==> config.mk <==
export PLATFORM = sky130hd
export DESIGN_NAME = kat_sat_alu
export DESIGN_NICKNAME = d
export VERILOG_FILES = /design/src/hdl/kat_pkg.sv /design/src/hdl/kat_sat_alu.sv
export SDC_FILE = /design/constraint.sdc
export NUM_CORES = 1
export LEC_CHECK = 0
export BUFFER_PORTS_ARGS = -buffer_cell sky130_fd_sc_hd__buf_2
export CORE_MARGIN = 1
export CORE_UTILIZATION = 49
export DETAILED_ROUTE_END_ITERATION = 10
export PLACE_DENSITY = 0.81
export SLEW_MARGIN = 20
export SYNTH_ARGS = -nofsm -noshare
export SYNTH_HDL_FRONTEND = slang
export SYNTH_SLANG_ARGS = --single-unit
==> constraint.sdc <==
create_clock -name vclk -period 4.2
set_clock_uncertainty 0.1 [all_clocks]
set_input_delay 0 -clock vclk [all_inputs]
set_output_delay 0 -clock vclk [all_outputs]
set_load 0.1 [all_outputs]
==> src/hdl/kat_pkg.sv <==
// kat_pkg: shared types and constants for the keyed accumulate table
// holds operation and status codes, sequencer states, the write-port struct and the result struct
// no dependencies
package kat_pkg;

	localparam int KEY_W = 32;
	localparam int VAL_W = 48;
	localparam int OP_W  = 2;
	localparam int ST_W  = 3;

	typedef enum logic [OP_W-1:0] {
		OP_ADD     = 2'd0,
		OP_SUB     = 2'd1,
		OP_READOUT = 2'd2
	} kat_op_t;

	typedef enum logic [ST_W-1:0] {
		STAT_MERGED   = 3'd0,
		STAT_APPENDED = 3'd1,
		STAT_DROPPED  = 3'd2,
		STAT_ENTRY    = 3'd3,
		STAT_EMPTY    = 3'd4
	} kat_status_t;

	typedef enum logic [2:0] {
		ST_IDLE,
		ST_SCAN,
		ST_OUT,
		ST_DUMP_RD,
		ST_DUMP_OUT
	} kat_state_t;

	// table write port
	typedef struct packed {
		logic                    we;
		logic [KEY_W-1:0]        key;
		logic signed [VAL_W-1:0] value;
	} kat_wr_t;

	// one result item
	typedef struct packed {
		kat_status_t             status;
		logic [KEY_W-1:0]        key;
		logic signed [VAL_W-1:0] value;
		logic                    last;
	} kat_result_t;

endpackage

==> src/hdl/kat_sat_alu.sv <==
// kat_sat_alu: shared saturating add/subtract on Q32.16 values
// depends on kat_pkg
module kat_sat_alu (
	input  logic signed [kat_pkg::VAL_W-1:0] a,
	input  logic signed [kat_pkg::VAL_W-1:0] b,
	input  logic                             sub,
	output logic signed [kat_pkg::VAL_W-1:0] res
);
	import kat_pkg::*;

	localparam logic signed [VAL_W-1:0] VMAX = {1'b0, {(VAL_W-1){1'b1}}};
	localparam logic signed [VAL_W-1:0] VMIN = {1'b1, {(VAL_W-1){1'b0}}};

	logic [VAL_W:0] sum;

	// one extra bit catches overflow
	always_comb begin
		if (sub)
			sum = {a[VAL_W-1], a} - {b[VAL_W-1], b};
		else
			sum = {a[VAL_W-1], a} + {b[VAL_W-1], b};
		if (sum[VAL_W] != sum[VAL_W-1])
			res = sum[VAL_W] ? VMIN : VMAX;
		else
			res = sum[VAL_W-1:0];
	end

endmodule

==> results of run 1 <==
==> layer usage <==
layer	GRT usage, %	overflow
met3	54.0	4
met1	68.1	1
met4	87.4	72
met5	1.19	0
met2	96.0	73
==> cell families after synthesis <==
kind of cell | after synthesis
adders and majority gates | 53
xor gates and xnor gates | 87
AOI/OAI and AO/OA | 248
muxes | 1
and+or+nand+nor | 206
buffers and inverters | 53
==> metrics by stage <==
stage | hold slack [ps] | setup TNS (ps) | instance area (um2) | util (%)
2_1_floorplan | 234 | -29940 | 4770 | -
3_3_place_gp | 420 | -19130 | 7600 | 91.5
3_5_place_dp | 435 | -39300 | 7600 | 91.5
4_1_cts | 438 | -18250 | 7980 | 96.2
==> Yosys cell counts, types with 9 or more instances <==
| cell type | instances |
|---|---|
| o21bai_1 | 15 |
| xor2_1 | 14 |
| a21oi_1 | 107 |
| o21a_1 | 11 |
| a21o_1 | 20 |
| nor2_1 | 60 |
| nand2_1 | 50 |
| nand3_1 | 9 |
| nand4_1 | 13 |
| xnor2_1 | 70 |
| a31oi_1 | 12 |
| clkbuf_1 | 16 |
| ha_1 | 49 |
| inv_1 | 25 |
| o21ai_0 | 31 |
| a211oi_1 | 9 |
| nor3_1 | 29 |
==> what timing repair did <==
item / CTS
setup buffers: 17
endpoints found under the setup margin: 48
resized for setup: 60
pin swaps: 20
==> results.cfg, run 1 <==
[logic_synthesis]
yosysTopAreaCellShare_pct = 14.5
ys_seq_area_share_pct = 0
syn_avg_cell_area_um2 = 6.53
synth.distinct_cells = 61
ys_warn_count = 0
synthAdderAreaFrac_pct = 15.7
synth_top_family_by_area = compound AO/OA/AOI/OAI gates
synth_compound_area_share_pct = 35.9
muxShareOfSynthArea_pct = 0.236
synth_fp_nets = 795
synth_xor_xnor_area_share_pct = 18.5
synth_top_cell_by_area = ha_1
synth-simple-area-share_pct = 24.3
synth_area_leaders = ha_1 14%, xnor2_1 14%, a21oi_1 13%
syn-instance-count = 648
synthesis.area_um2 = 4230

[status]
haltStage = global routing
run_status = aborted with a tool error
tool.error = [ERROR GRT-0116] Global routing finished with congestion. Check the congestion regions in the DRC Viewer.

[clock_tree]
ctsHoldBuffers = 0

[global_routing]
grt_max_degree = 22
grt_use_total_pct = 73.6
grt_pass1_vias = 9294
grt_pass1_wl_um = 50400
overflow = 150

[place]
dpl_worst_slack_ps = -929
dp.cells = 1046
place_congestion = 1.01
port_buffers = 145
dp_hpwl_um = 18800

[floorplan]
die_width_um = 94.9
io_pins = 145
rows = 33
initial_core_util_pct = 51.0
die_y_um = 94.9
==> inputs of run 2 (changes only) <==
Settings changed: CORE_UTILIZATION 49 to 40, PLACE_DENSITY 0.81 to default, PLACE_DENSITY_LB_ADDON from default to 0.15.
Clock period 4.2 ns to 5.5 ns, I/O delays scaled along.
==> results.cfg, run 2 <==
[sta]
max_freq_mhz = 193
slew_viol_final = 0
min_period_ps = 5190
worstMarginPinSlew_ps = 619
post-route-worst-setup-slack_ps = 306
setup_viol = 0
max_slew_margin_pct = 58.4
finalSetupTns_ps = 0
hold_violations = 0
grt_setup_unrepaired = false
timing.final.crit_share_pct = 94.4

[power]
power_w = 0.00320
ir_drop_uv = 457
power_density_nw_per_um2 = 541
p_leak_nw = 2.53

[layout]
n_antenna_cell = 0
nFillCells = 1004
nNetsFinal = 934
layout_common_cells = 103 x buf_2, 74 x a21oi_1, 70 x xnor2_1, 60 x nor2_1, 50 x nand2_1
stdcell_count = 921
multiInputGateArea_um2 = 4150
seq_cell_count = 0
area_delta_synth_final_pct = 39.6
final.clkbuf_count = 0
layout-drive-gt1-share_pct = 27.5
final-seq-area_um2 = 0
mostFrequentLayoutCell = buf_2

[route]
via_count = 5405
wl_per_cell_um = 16.5
ant_nets = 0
vias_per_cell = 5.87
totalWireLength_um = 15200
drt_iter0_markers = 273
first_pass_iters = 5
drc = 0

[logic_synthesis]
synth_commonest_cells = 107 x a21oi_1, 70 x xnor2_1, 60 x nor2_1
synth_area_leaders = ha_1 14%, xnor2_1 14%, a21oi_1 13%
yosysTopAreaCellShare_pct = 14.5
ys_seq_area_share_pct = 0
syn_avg_cell_area_um2 = 6.53
synth_top_cell_by_area = ha_1
syn-instance-count = 648
ys_warn_count = 0
synth.distinct_cells = 61
synth_fp_nets = 795
synth_most_common_cell = a21oi_1
synthesis.area_um2 = 4230

[place]
dp_hpwl_um = 12900
place_congestion = 0.942
port_buffers = 145
dpl_worst_slack_ps = 347
dp.cells = 921

[floorplan]
dieArea_um2 = 11000
die_y_um = 105
initial_core_util_pct = 41.2
core-area_um2 = 10300
die_width_um = 105
rows = 37
io_pins = 145

[global_routing]
grt_max_degree = 32
grt_pass1_vias = 4964
antenna_found_initial = 0
grt_pass1_wl_um = 24400
grt_use_total_pct = 26.5
overflow = 0

[worst_setup_path]
cpPeakStageDelay_ps = 550
path_delay_family = simple AND/OR/NAND/NOR gates
critPathMaxFanout = 12
worst_setup_path_end_kind = output pin
critical_path.most_common_cell = nor2_1
crit_arrival_ps = 5090
worstPathRequired_ps = 5400
crit_path_top_delay_cell = or4_4
cp_num_buf_inv = 4
path_cells = buf_2 > or4_4 > nor3_4 > nand2_1 > nor3_4 > nand3_1 > nor2_1 > buf_4 > nor2_1 > xnor2_1 > ha_1 > a21oi_1 > o21ai_1 > a21oi_1 > o311ai_0 > or4_1 > o21bai_1 > xnor2_2 > nor2_4 > buf_4 > nor2_1 > clkbuf_4
startpoint_type = primary input
critPathKind = in2out

[hold_path]
hp-class = in2out

[clock_tree]
ctsHoldBuffers = 0

[flow_run]
cap_violations = 0

[status]
run_status = complete, no violations
## run 2: cell counts after synthesis
Identical to the previous run, type by type.
## run 2: area by class of cell
cell class,count,area share [%]
inverter,25,1.59
multi-input combinational,595,70.3
timing repair buffer,165,25.3
tap,136,2.88
## run 2: cell families after synthesis
kind of cell	synth area share [%]
muxes	0.236
and+or+nand+nor	24.3
buffers and inverters	5.35
AOI/OAI and AO/OA	35.9
adders and majority gates	15.7
xor gates and xnor gates	18.5
## run 2: worst paths after layout
path | from | end | slack (ps) | cells after the start
setup / recovery | b[4] | res[1] | 310 | 22
hold / removal | b[0] | res[0] | 380 | 4
## run 2: metal layers
layer  wire [um]  part of all wire, %  global-route usage, %
met1        7180                   47                   39.0
met5           0                    0                      0
met3        1040                  6.9                   1.31
met2        6840                   45                   43.9
met4         132                 0.87                   2.31
## run 2: timing repair
item | 4_1_cts | 5_1_grt
hold endpoints to repair | 0 | 0
buffers inserted | 0 | 0
resized for setup | 0 | 2
setup endpoints to repair | 0 | 2
## run 2: per-stage QoR
stage               hold WS (ps)  utilization [%]  instance area [um2]
finish                       381             57.5                 5910
global route                 398             57.5                 5910
CTS                          382             57.5                 5900
detailed placement           381             57.5                 5900
global placement             379             57.5                 5900
floorplan                    289                -                 4380
## run 2: report_power, final
part	total, W	internal (W)	switching (W)
Combinational	0.00320	0.00104	0.00216
Clock	0	0	0
Sequential	0	0	0
Total	0.00320	0.00104	0.00216
(Power assumes the default switching activity.)
